==> src/rtl/store_history_watch_table_defines.svh <==
// Assertion macros used by the store history watch table RTL.
`ifndef STORE_HISTORY_WATCH_TABLE_DEFINES_SVH
`define STORE_HISTORY_WATCH_TABLE_DEFINES_SVH

// Checks that the consequent holds in the same cycle as the antecedent.
`define SHWT_CHECK_NOW(label, ante, cons) \
  label: assert property (@(posedge clk) disable iff (!rst_n) (ante) |-> (cons)) \
    else $error("same-cycle check failed");

// Checks that the consequent holds in the cycle after the antecedent.
`define SHWT_CHECK_NEXT(label, ante, cons) \
  label: assert property (@(posedge clk) disable iff (!rst_n) (ante) |=> (cons)) \
    else $error("next-cycle check failed");

`endif

==> src/rtl/shwt_pkg.sv <==
// Types, constants and codes shared by the store history watch table.
`default_nettype none
package shwt_pkg;

  localparam int REGIONS   = 4;
  localparam int GRANULES  = 64;
  localparam int HISTORY   = 4;
  localparam int MAX_STORE = 512;
  localparam int GRAIN_MAX = 256;

  localparam int REG_W   = $clog2(REGIONS);
  localparam int GI_W    = $clog2(GRANULES);
  localparam int GCNT_W  = $clog2(GRANULES + 1);
  localparam int PTR_W   = $clog2(HISTORY);
  localparam int DEPTH_W = $clog2(HISTORY + 1);
  localparam int ROW_AW  = REG_W + GI_W;
  localparam int ROWS    = REGIONS * GRANULES;
  localparam int DIV_W   = 16;
  localparam int DVS_W   = 9;
  localparam int HW      = PTR_W + 2;

  typedef enum logic [1:0] {
    MODE_STORE   = 2'd0,
    MODE_TRACK   = 2'd1,
    MODE_UNTRACK = 2'd2,
    MODE_QUERY   = 2'd3
  } mode_e;

  typedef enum logic [1:0] {
    ST_OK       = 2'd0,
    ST_FULL     = 2'd1,
    ST_BAD      = 2'd2,
    ST_NOTFOUND = 2'd3
  } status_e;

  typedef enum logic [1:0] {
    DIV_LO  = 2'd0,
    DIV_HI  = 2'd1,
    DIV_CNT = 2'd2
  } div_sel_e;

  typedef struct packed {
    logic [1:0]  mode;
    logic [31:0] address;
    logic [14:0] size;
    logic [8:0]  granularity;
    logic [2:0]  history_depth;
    logic [31:0] context_tag;
    logic [5:0]  granule_index;
    logic [1:0]  history_back;
  } item_t;

  typedef struct packed {
    logic [1:0]  status;
    logic        hit;
    logic [31:0] stamp;
    logic [31:0] context_tag_out;
    logic        written;
    logic [31:0] birth_time;
  } resp_t;

  typedef struct packed {
    logic        valid;
    logic [31:0] ctx;
    logic [31:0] tim;
  } rec_t;

  typedef struct packed {
    logic [PTR_W-1:0]       ptr;
    rec_t [HISTORY-1:0]     rec;
  } row_t;

  typedef struct packed {
    logic     item_load;
    logic     div_start;
    div_sel_e div_sel;
    logic     rc_clr;
    logic     rc_inc;
    logic     hit_set;
    logic     ix_load;
    logic     ei_load;
    logic     ix_inc;
    logic     ram_rd;
    logic     ram_wr_rec;
    logic     ram_wr_clr;
    logic     trk_commit;
    logic     sw_clr;
    logic     sw_inc;
    logic     untrack_commit;
    logic     finish;
    status_e  resp_status;
  } cmd_t;

  typedef struct packed {
    mode_e mode;
    logic  store_bad;
    logic  region_hit;
    logic  region_last;
    logic  div_done;
    logic  div_busy;
    logic  gran_more;
    logic  track_bad;
    logic  count_bad;
    logic  table_full;
    logic  unt_found;
    logic  qry_found;
    logic  qry_bad;
    logic  sweep_last;
    logic  out_room;
  } sts_t;

endpackage
`default_nettype wire

==> src/rtl/shwt_ctrl.sv <==
// Sequencing state machine of the store history watch table.
`default_nettype none
`include "store_history_watch_table_defines.svh"
module shwt_ctrl (
  input  wire logic           clk,
  input  wire logic           rst_n,
  input  wire logic           in_valid,
  output logic                in_ready,
  input  wire shwt_pkg::sts_t sts,
  output shwt_pkg::cmd_t      cmd
);

  typedef enum logic [9:0] {
    S_IDLE    = 10'b0000000001,
    S_DECODE  = 10'b0000000010,
    S_REGION  = 10'b0000000100,
    S_DIV_LO  = 10'b0000001000,
    S_DIV_HI  = 10'b0000010000,
    S_GRAN    = 10'b0000100000,
    S_GRAN_WR = 10'b0001000000,
    S_TRK_DIV = 10'b0010000000,
    S_SWEEP   = 10'b0100000000,
    S_FIN     = 10'b1000000000
  } state_t;

  state_t            state_r, state_nxt;
  shwt_pkg::status_e st_r, st_nxt;

  always_comb begin
    state_nxt       = state_r;
    st_nxt          = st_r;
    cmd             = '0;
    cmd.div_sel     = shwt_pkg::DIV_LO;
    cmd.resp_status = st_r;
    in_ready        = 1'b0;
    case (state_r)
      S_IDLE: begin
        in_ready = 1'b1;
        if (in_valid) begin
          cmd.item_load = 1'b1;
          state_nxt     = S_DECODE;
        end
      end
      S_DECODE: begin
        state_nxt = S_FIN;
        case (sts.mode)
          shwt_pkg::MODE_STORE: begin
            if (sts.store_bad) begin
              st_nxt = shwt_pkg::ST_BAD;
            end else begin
              cmd.rc_clr = 1'b1;
              state_nxt  = S_REGION;
            end
          end
          shwt_pkg::MODE_TRACK: begin
            if (sts.track_bad) begin
              st_nxt = shwt_pkg::ST_BAD;
            end else begin
              cmd.div_start = 1'b1;
              cmd.div_sel   = shwt_pkg::DIV_CNT;
              state_nxt     = S_TRK_DIV;
            end
          end
          shwt_pkg::MODE_UNTRACK: begin
            if (sts.unt_found) begin
              cmd.untrack_commit = 1'b1;
              st_nxt             = shwt_pkg::ST_OK;
            end else begin
              st_nxt = shwt_pkg::ST_NOTFOUND;
            end
          end
          default: begin
            if (!sts.qry_found) begin
              st_nxt = shwt_pkg::ST_NOTFOUND;
            end else if (sts.qry_bad) begin
              st_nxt = shwt_pkg::ST_BAD;
            end else begin
              cmd.ram_rd = 1'b1;
              st_nxt     = shwt_pkg::ST_OK;
            end
          end
        endcase
      end
      S_REGION: begin
        if (sts.region_hit) begin
          cmd.hit_set   = 1'b1;
          cmd.div_start = 1'b1;
          cmd.div_sel   = shwt_pkg::DIV_LO;
          state_nxt     = S_DIV_LO;
        end else if (sts.region_last) begin
          st_nxt    = shwt_pkg::ST_OK;
          state_nxt = S_FIN;
        end else begin
          cmd.rc_inc = 1'b1;
        end
      end
      S_DIV_LO: begin
        if (sts.div_done) begin
          cmd.ix_load   = 1'b1;
          cmd.div_start = 1'b1;
          cmd.div_sel   = shwt_pkg::DIV_HI;
          state_nxt     = S_DIV_HI;
        end
      end
      S_DIV_HI: begin
        cmd.div_sel = shwt_pkg::DIV_HI;
        if (sts.div_done) begin
          cmd.ei_load = 1'b1;
          state_nxt   = S_GRAN;
        end
      end
      S_GRAN: begin
        if (sts.gran_more) begin
          cmd.ram_rd = 1'b1;
          state_nxt  = S_GRAN_WR;
        end else if (sts.region_last) begin
          st_nxt    = shwt_pkg::ST_OK;
          state_nxt = S_FIN;
        end else begin
          cmd.rc_inc = 1'b1;
          state_nxt  = S_REGION;
        end
      end
      S_GRAN_WR: begin
        cmd.ram_wr_rec = 1'b1;
        cmd.ix_inc     = 1'b1;
        state_nxt      = S_GRAN;
      end
      S_TRK_DIV: begin
        cmd.div_sel = shwt_pkg::DIV_CNT;
        if (sts.div_done) begin
          if (sts.count_bad) begin
            st_nxt    = shwt_pkg::ST_BAD;
            state_nxt = S_FIN;
          end else if (sts.table_full) begin
            st_nxt    = shwt_pkg::ST_FULL;
            state_nxt = S_FIN;
          end else begin
            cmd.trk_commit = 1'b1;
            cmd.sw_clr     = 1'b1;
            state_nxt      = S_SWEEP;
          end
        end
      end
      S_SWEEP: begin
        cmd.ram_wr_clr = 1'b1;
        cmd.sw_inc     = 1'b1;
        if (sts.sweep_last) begin
          st_nxt    = shwt_pkg::ST_OK;
          state_nxt = S_FIN;
        end
      end
      S_FIN: begin
        if (sts.out_room) begin
          cmd.finish = 1'b1;
          state_nxt  = S_IDLE;
        end
      end
      default: begin
        state_nxt = S_IDLE;
      end
    endcase
  end

  always_ff @(posedge clk) begin
    if (!rst_n) begin
      state_r <= S_IDLE;
      st_r    <= shwt_pkg::ST_OK;
    end else begin
      state_r <= state_nxt;
      st_r    <= st_nxt;
    end
  end

  `SHWT_CHECK_NOW(a_div_start_idle, cmd.div_start, !sts.div_busy)
  `SHWT_CHECK_NEXT(a_read_then_write, cmd.ram_rd && state_r == S_GRAN, state_r == S_GRAN_WR)
  `SHWT_CHECK_NEXT(a_finish_to_idle, cmd.finish, state_r == S_IDLE && in_ready)

endmodule
`default_nettype wire

==> config.mk <==
export PLATFORM = sky130hd
export DESIGN_NAME = shwt_ctrl
export DESIGN_NICKNAME = d
export VERILOG_FILES = /design/src/rtl/shwt_pkg.sv /design/src/rtl/shwt_ctrl.sv
export VERILOG_INCLUDE_DIRS = /design/src /design/src/rtl
export SDC_FILE = /design/constraint.sdc
export NUM_CORES = 1
export LEC_CHECK = 0
export BUFFER_PORTS_ARGS = -buffer_cell sky130_fd_sc_hd__buf_2
export CAP_MARGIN = 40
export CORE_MARGIN = 2
export CORE_UTILIZATION = 45
export DETAILED_ROUTE_END_ITERATION = 6
export HOLD_SLACK_MARGIN = 0.06
export PLACE_DENSITY = 0.74
export REMOVE_ABC_BUFFERS = 1
export SYNTH_ARGS = -nofsm -noshare
export SYNTH_HDL_FRONTEND = slang
export SYNTH_SLANG_ARGS = --single-unit
export TNS_END_PERCENT = 30
==> constraint.sdc <==
create_clock -name clk -period 2.2 [get_ports clk]
set_input_delay 0.11 -clock clk [delete_from_list [all_inputs] [get_ports clk]]
set_output_delay 0.11 -clock clk [all_outputs]
set_load 0.01 [all_outputs]
==> results of run 1 <==
state kept, by name, indices dropped and copies added, names as in the netlist:
register and count:
state_r 10, st_r 2
routing by layer:
layer / routed length, µm / vias to the layer above
li1: - / 596
met1: 1260 / 533
met2: 1460 / 51
met3: 174 / 4
met4: 24 / 0
met5: 0 / -
cells by family (layout without fill, tap and decap cells):
kind of cell / count (synthesis) / after routing / share of synthesized area [%]
compound gates: 26 / 26 / 19.1
simple gates: 79 / 79 / 44.9
flops: 12 / 12 / 22.8
xor+xnor: 4 / 4 / 3.33
buf+inv: 20 / 56 / 9.75
how the worst max path moves through the flow:
| stage | startpoint | endpoint | slack (ps) | cells past startpoint |
|---|---|---|---|---|
| after floorplan | state_r[3] | state_r[0] | 260 | 5 |
| after global placement | state_r[3] | state_r[0] | 220 | 5 |
| after detailed placement | state_r[3] | state_r[0] | 210 | 5 |
| after CTS | state_r[9] | cmd[18] | 70 | 5 |
| after global routing | state_r[3] | cmd[19] | -6 | 5 |
| final | state_r[3] | cmd[19] | 110 | 5 |
what timing repair did:
action | in CTS | in global routing
hold buffers | 0 | 0
endpoints found under the setup margin | 0 | 5
resized for setup | 0 | 3
power by group through the flow:
stage / Sequential [mW] / Clock [mW] / Combinational, mW
after floorplan: 0.253 / 0 / 0.117
after global placement: 0.254 / 0 / 0.174
after detailed placement: 0.256 / 0 / 0.182
after CTS: 0.250 / 0.178 / 0.183
after global routing: 0.255 / 0.186 / 0.210
final: 0.253 / 0.175 / 0.188
cell type report:
cell class	instances	area, µm²
timing repair buffer	44	235
tap	28	35.0
clock buffer	4	36.3
inverter	8	30.0
sequential	12	240
multi-input combinational	109	721
fill	233	915
layout by cell type, fill, tap and decap left out, drive strengths merged, types with 4 or more instances in the layout:
cell    count
xnor2       4
o21ai       5
nor2       15
clkbuf      4
and3        5
nor3        7
buf        44
nand2       9
nor2b       4
inv         8
nand4       4
nand3       6
a21oi       4
nand2b      5
dfxtp      12
through the flow:
step | hold WS (ps) | power (mW)
floorplan | 228 | 0.369
global placement | 406 | 0.428
detailed placement | 416 | 0.438
CTS | 125 | 0.612
global route | 134 | 0.651
finish | 130 | 0.615
critical path: cells and delay by family, from the launching register on:
| kind | cells | cell delay (ps) |
|---|---|---|
| simple gates | 4 | 1190 |
| buf+inv | 1 | 130 |
| flops | 1 | 400 |
==> impl_metrics.json, run 1 <==
{
  "status": "complete, no violations",
  "antenna_found_initial": 0,
  "dp_hpwl_um": 2410,
  "grt_overflow": 0,
  "worstReg2RegEnd": "state_r[0]",
  "coreArea_um2": 2210,
  "hold_viol_final": 0,
  "grt_max_degree": 14,
  "ctsRootBufferMaster": "clkbuf_4",
  "synth_ff_type": "dfxtp_1",
  "ys_seq_area_share_pct": 22.8,
  "skew_ps": 6.84,
  "slowest_stage": "or4_4",
  "grt_util_all_layers_pct": 23.5,
  "async_reset_ff_share_pct": 0,
  "slew_headroom_pct": 63.0,
  "antenna_cells": 0,
  "die_height_um": 52.4,
  "busiest_layer": "met2",
  "antenna_left": 0,
  "cts_setup_buffers": 0,
  "cts_tree": "yes",
  "p_int_uw": 417,
  "use_met1_pct": 29.0,
  "clk_latency_ps": 270,
  "yosysTopAreaCell": "dfxtp_1",
  "place_ws_ps": 211,
  "setup_viol": 0,
  "placed_cell_area_um2": 1250,
  "timing.final.ws_setup_ps": 111,
  "drt-initial-drc-count": 32,
  "fin_tns_setup_ps": 0,
  "holdPathStages": 2,
  "dieArea_um2": 2740,
  "critPathMaxFanout": 8,
  "cts_buffers": 3,
  "synth.most_common_cell": "nor2_1",
  "max_cap_viol_count": 0,
  "final_util_pct": 58.7,
  "cp_cell_sequence": "or4_4, nor3_1, and4b_2, and2_1, buf_2",
  "irDropWorstVdd_mv": 0.360,
  "synthTopCellsByCount": "nor2_1, dfxtp_1, nand2_1",
  "avgViaCountPerCell": 5.78,
  "r2r_setup_slack_ps": 200,
  "fmax_mhz": 479,
  "synth.avg_cell_area_um2": 7.46,
  "start_util_pct": 47.6,
  "fin_cells": 205,
  "grt_pass1_wl_um": 4930,
  "htree_num_levels": 1,
  "pwr-share-seq_pct": 41.1,
  "dr_total_vias": 1184,
  "grt_use_met3_pct": 2.00,
  "synth_cells": 141,
  "p_leak_nw": 0.642,
  "synth_top_area_share_pct": 22.8,
  "numClockSinks": 12,
  "p_comb_share_pct": 30.5,
  "rows": 17,
  "synthesis.area_um2": 1050,
  "cp_slowest_stage_delay_ps": 590,
  "start_kind": "register",
  "finalCritPeriodShare_pct": 94.9,
  "globalplace.congestion": 0.882,
  "critical_path_required_ps": 2090,
  "fin_crit_ps": 2090,
  "min_from": "rst_n",
  "wl_per_cell_um": 14.2,
  "power.density_nw_per_um2": 474,
  "ys_types": 46,
  "p_clk_share_pct": 28.4,
  "synth_area_leaders": "dfxtp_1, nor2_1, nor3_1",
  "ys_ff_latch": 12,
  "drv_slew": 0,
  "reg2reg_from": "state_r[3]",
  "power_switching_uw": 198,
  "postLayoutCellArea_um2": 1300,
  "rsz0062_at_grt": "yes",
  "path_clk_slew_ps": 70,
  "crit_type": "reg -> out",
  "io_buffer_count": 38,
  "drcViolationCount": 0,
  "nets": 197,
  "min_to": "state_r[2]",
  "cp-end-kind": "primary output",
  "first_global_vias": 1175,
  "die_x_um": 52.4,
  "swShare_pct": 32.2,
  "synth_edf_count": 0,
  "cp.arrival_ps": 1980,
  "ioPinCount": 40,
  "syn2layout_area_growth_pct": 23.3,
  "dp_cells": 201,
  "wirelength_um": 2910,
  "met2_usage_pct": 42.1,
  "ys_warn_count": 0,
  "min_path_type": "in -> reg",
  "ff2ff_path_depth": 5,
  "drive_gt1_share_pct": 33.9,
  "worst_pin_slew_ps": 551,
  "dr.pass1.iters": 4,
  "cts_buffer_depth": 2
}
Power figures use the tool's default switching activity.
==> run 2, diff against run 1 <==
--- a/config.mk
+++ b/config.mk
@@ -9,10 +9,10 @@
 export BUFFER_PORTS_ARGS = -buffer_cell sky130_fd_sc_hd__buf_2
 export CAP_MARGIN = 40
 export CORE_MARGIN = 2
-export CORE_UTILIZATION = 45
+export CORE_UTILIZATION = 48
 export DETAILED_ROUTE_END_ITERATION = 6
 export HOLD_SLACK_MARGIN = 0.06
-export PLACE_DENSITY = 0.74
+export PLACE_DENSITY = 0.78
 export REMOVE_ABC_BUFFERS = 1
 export SYNTH_ARGS = -nofsm -noshare
 export SYNTH_HDL_FRONTEND = slang
==> constraint.sdc (replaced) <==
create_clock -name clk -period 2.2 [get_ports clk]
set_input_delay 0 -clock clk [delete_from_list [all_inputs] [get_ports clk]]
set_output_delay 0 -clock clk [all_outputs]
set_load 0.01 [all_outputs]
==> run 2 against run 1 <==
Compared with the run above:
- sequential share of layout area increased by 0.11 points
- global-route usage increased by 0.28 points
- sequential power hardly changed
- total power up 0.27%
- non-clock buffer count did not move
- worst hold slack worse by 59 ps
- final area shrank 0.58%
- critical endpoint is now state_r[0]
==> impl_metrics.json, run 2 (synthesis results as in run 1) <==
{
  "regArea_um2": 240,
  "reg_top3": "state_r (10), st_r (2)",
  "cts_tree": "yes",
  "avgViaCountPerCell": 6.04,
  "grt_util_all_layers_pct": 23.8,
  "final_common_cell": "buf_2",
  "cp_cell_sequence": "or4_4, o32a_1, o211ai_2, nor2_1, a221o_1",
  "irDropWorstVdd_mv": 0.383,
  "htree_num_levels": 1,
  "cts_buffers": 3,
  "grt_pass1_wl_um": 4680,
  "path_clk_slew_ps": 80,
  "drive_gt1_share_pct": 31.1,
  "hold_viol_final": 0,
  "fmax_mhz": 486,
  "critical_path_required_ps": 2380,
  "dr.pass1.iters": 4,
  "num-fill-cells": 179,
  "place_ws_ps": 153,
  "setup_viol": 0,
  "min_path_type": "in -> reg",
  "numClockSinks": 12,
  "skew_ps": 4.97,
  "p_leak_nw": 0.639,
  "slowest_stage": "or4_4",
  "drcViolationCount": 0,
  "timing.critical_path.buf_inv": 0,
  "syn2layout_area_growth_pct": 22.6,
  "mostFrequentLayoutCells": "buf_2, nor2_1, dfxtp_1",
  "final_util_pct": 63.8,
  "die_height_um": 50.8,
  "fin_crit_ps": 2060,
  "dp_hpwl_um": 2240,
  "critPathMaxFanout": 12,
  "dieArea_um2": 2580,
  "crit_family": "compound AO/OA/AOI/OAI gates",
  "hold-worst-slack_ps": 71.0,
  "grt_overflow": 0,
  "clk_latency_ps": 280,
  "drt-initial-drc-count": 28,
  "rows": 16,
  "cts_setup_buffers": 0,
  "total_power_uw": 617,
  "slew_headroom_pct": 66.3,
  "power.density_nw_per_um2": 478,
  "ctsRootBufferMaster": "clkbuf_4",
  "nets": 197,
  "largest_reg_flops": 10,
  "cp.arrival_ps": 2240,
  "antenna_cells": 0,
  "start_util_pct": 52.0,
  "start_kind": "register",
  "globalplace.congestion": 0.895,
  "cts_buffer_depth": 2,
  "fin_tns_setup_ps": 0,
  "top_register": "state_r",
  "cp_slowest_stage_delay_ps": 600,
  "cp-end-kind": "register",
  "first_global_vias": 1068,
  "timing.final.ws_setup_ps": 142,
  "grt_max_degree": 14,
  "antenna_left": 0,
  "coreArea_um2": 2020,
  "die_x_um": 50.8,
  "worst_pin_slew_ps": 501,
  "rsz0062_at_grt": "no",
  "finalCritPeriodShare_pct": 93.6,
  "ioPinCount": 40,
  "wl_per_cell_um": 13.9,
  "wirelength_um": 2840,
  "crit_type": "reg -> reg",
  "status": "complete, no violations",
  "drv_slew": 0,
  "post_cts_resize_count": 0,
  "max_cap_viol_count": 0,
  "antenna_found_initial": 0,
  "dr_total_vias": 1232,
  "io_buffer_count": 38,
  "multi_input_area_um2": 709
}
-- run 2: stage by stage --
stage,std cells,instance area [µm²]
2_1_floorplan,129,980
3_3_place_gp,198,1230
3_5_place_dp,198,1230
4_1_cts,204,1290
5_1_grt,204,1290
6_report,204,1290
-- run 2: final timing paths --
check	slack (ps)	to	start	cells past startpoint
hold reg to reg	540	st_r[1]	st_r[1]	1
hold / removal	70	state_r[8]	sts[5]	4
setup / recovery	140	state_r[0]	state_r[3]	5
setup reg to reg	140	state_r[0]	state_r[3]	5
-- run 2: worst register-to-register path, delay by kind of cell, from the launching register on --
kind            cells  cell delay (ps)
compound gates      3              820
simple gates        2              710
flops               1              440
-- run 2: area by class of cell --
| type | instances | share of cell area (%) |
|---|---|---|
| clock buffers | 4 | 2.81 |
| repair buffers | 44 | 18.6 |
| well taps | 27 | 2.62 |
| inverters | 8 | 2.33 |
| multi-input cells | 109 | 55.0 |
| flip-flops and latches | 12 | 18.6 |
-- run 2: timing repair --
| item | in CTS | in global routing |
|---|---|---|
| setup endpoints to repair | 0 | 0 |
| hold endpoints to repair | 5 | 0 |
| hold buffers | 2 | 0 |
-- run 2: power by group --
group,internal [mW],switching [mW],total (mW)
combinational,0.0839,0.101,0.184
clock,0.101,0.0809,0.182
sequential,0.232,0.0190,0.251
total,0.417,0.200,0.617
-- run 2: metal layers --
layer,GRT usage [%],wire length [µm],share of wire [%],vias up
li1,-,-,-,590
met1,28.7,1150,40,576
met2,42.8,1450,51,60
met3,2.92,195,6.9,6
met4,9.01,48,1.7,0
met5,0,0,0,-
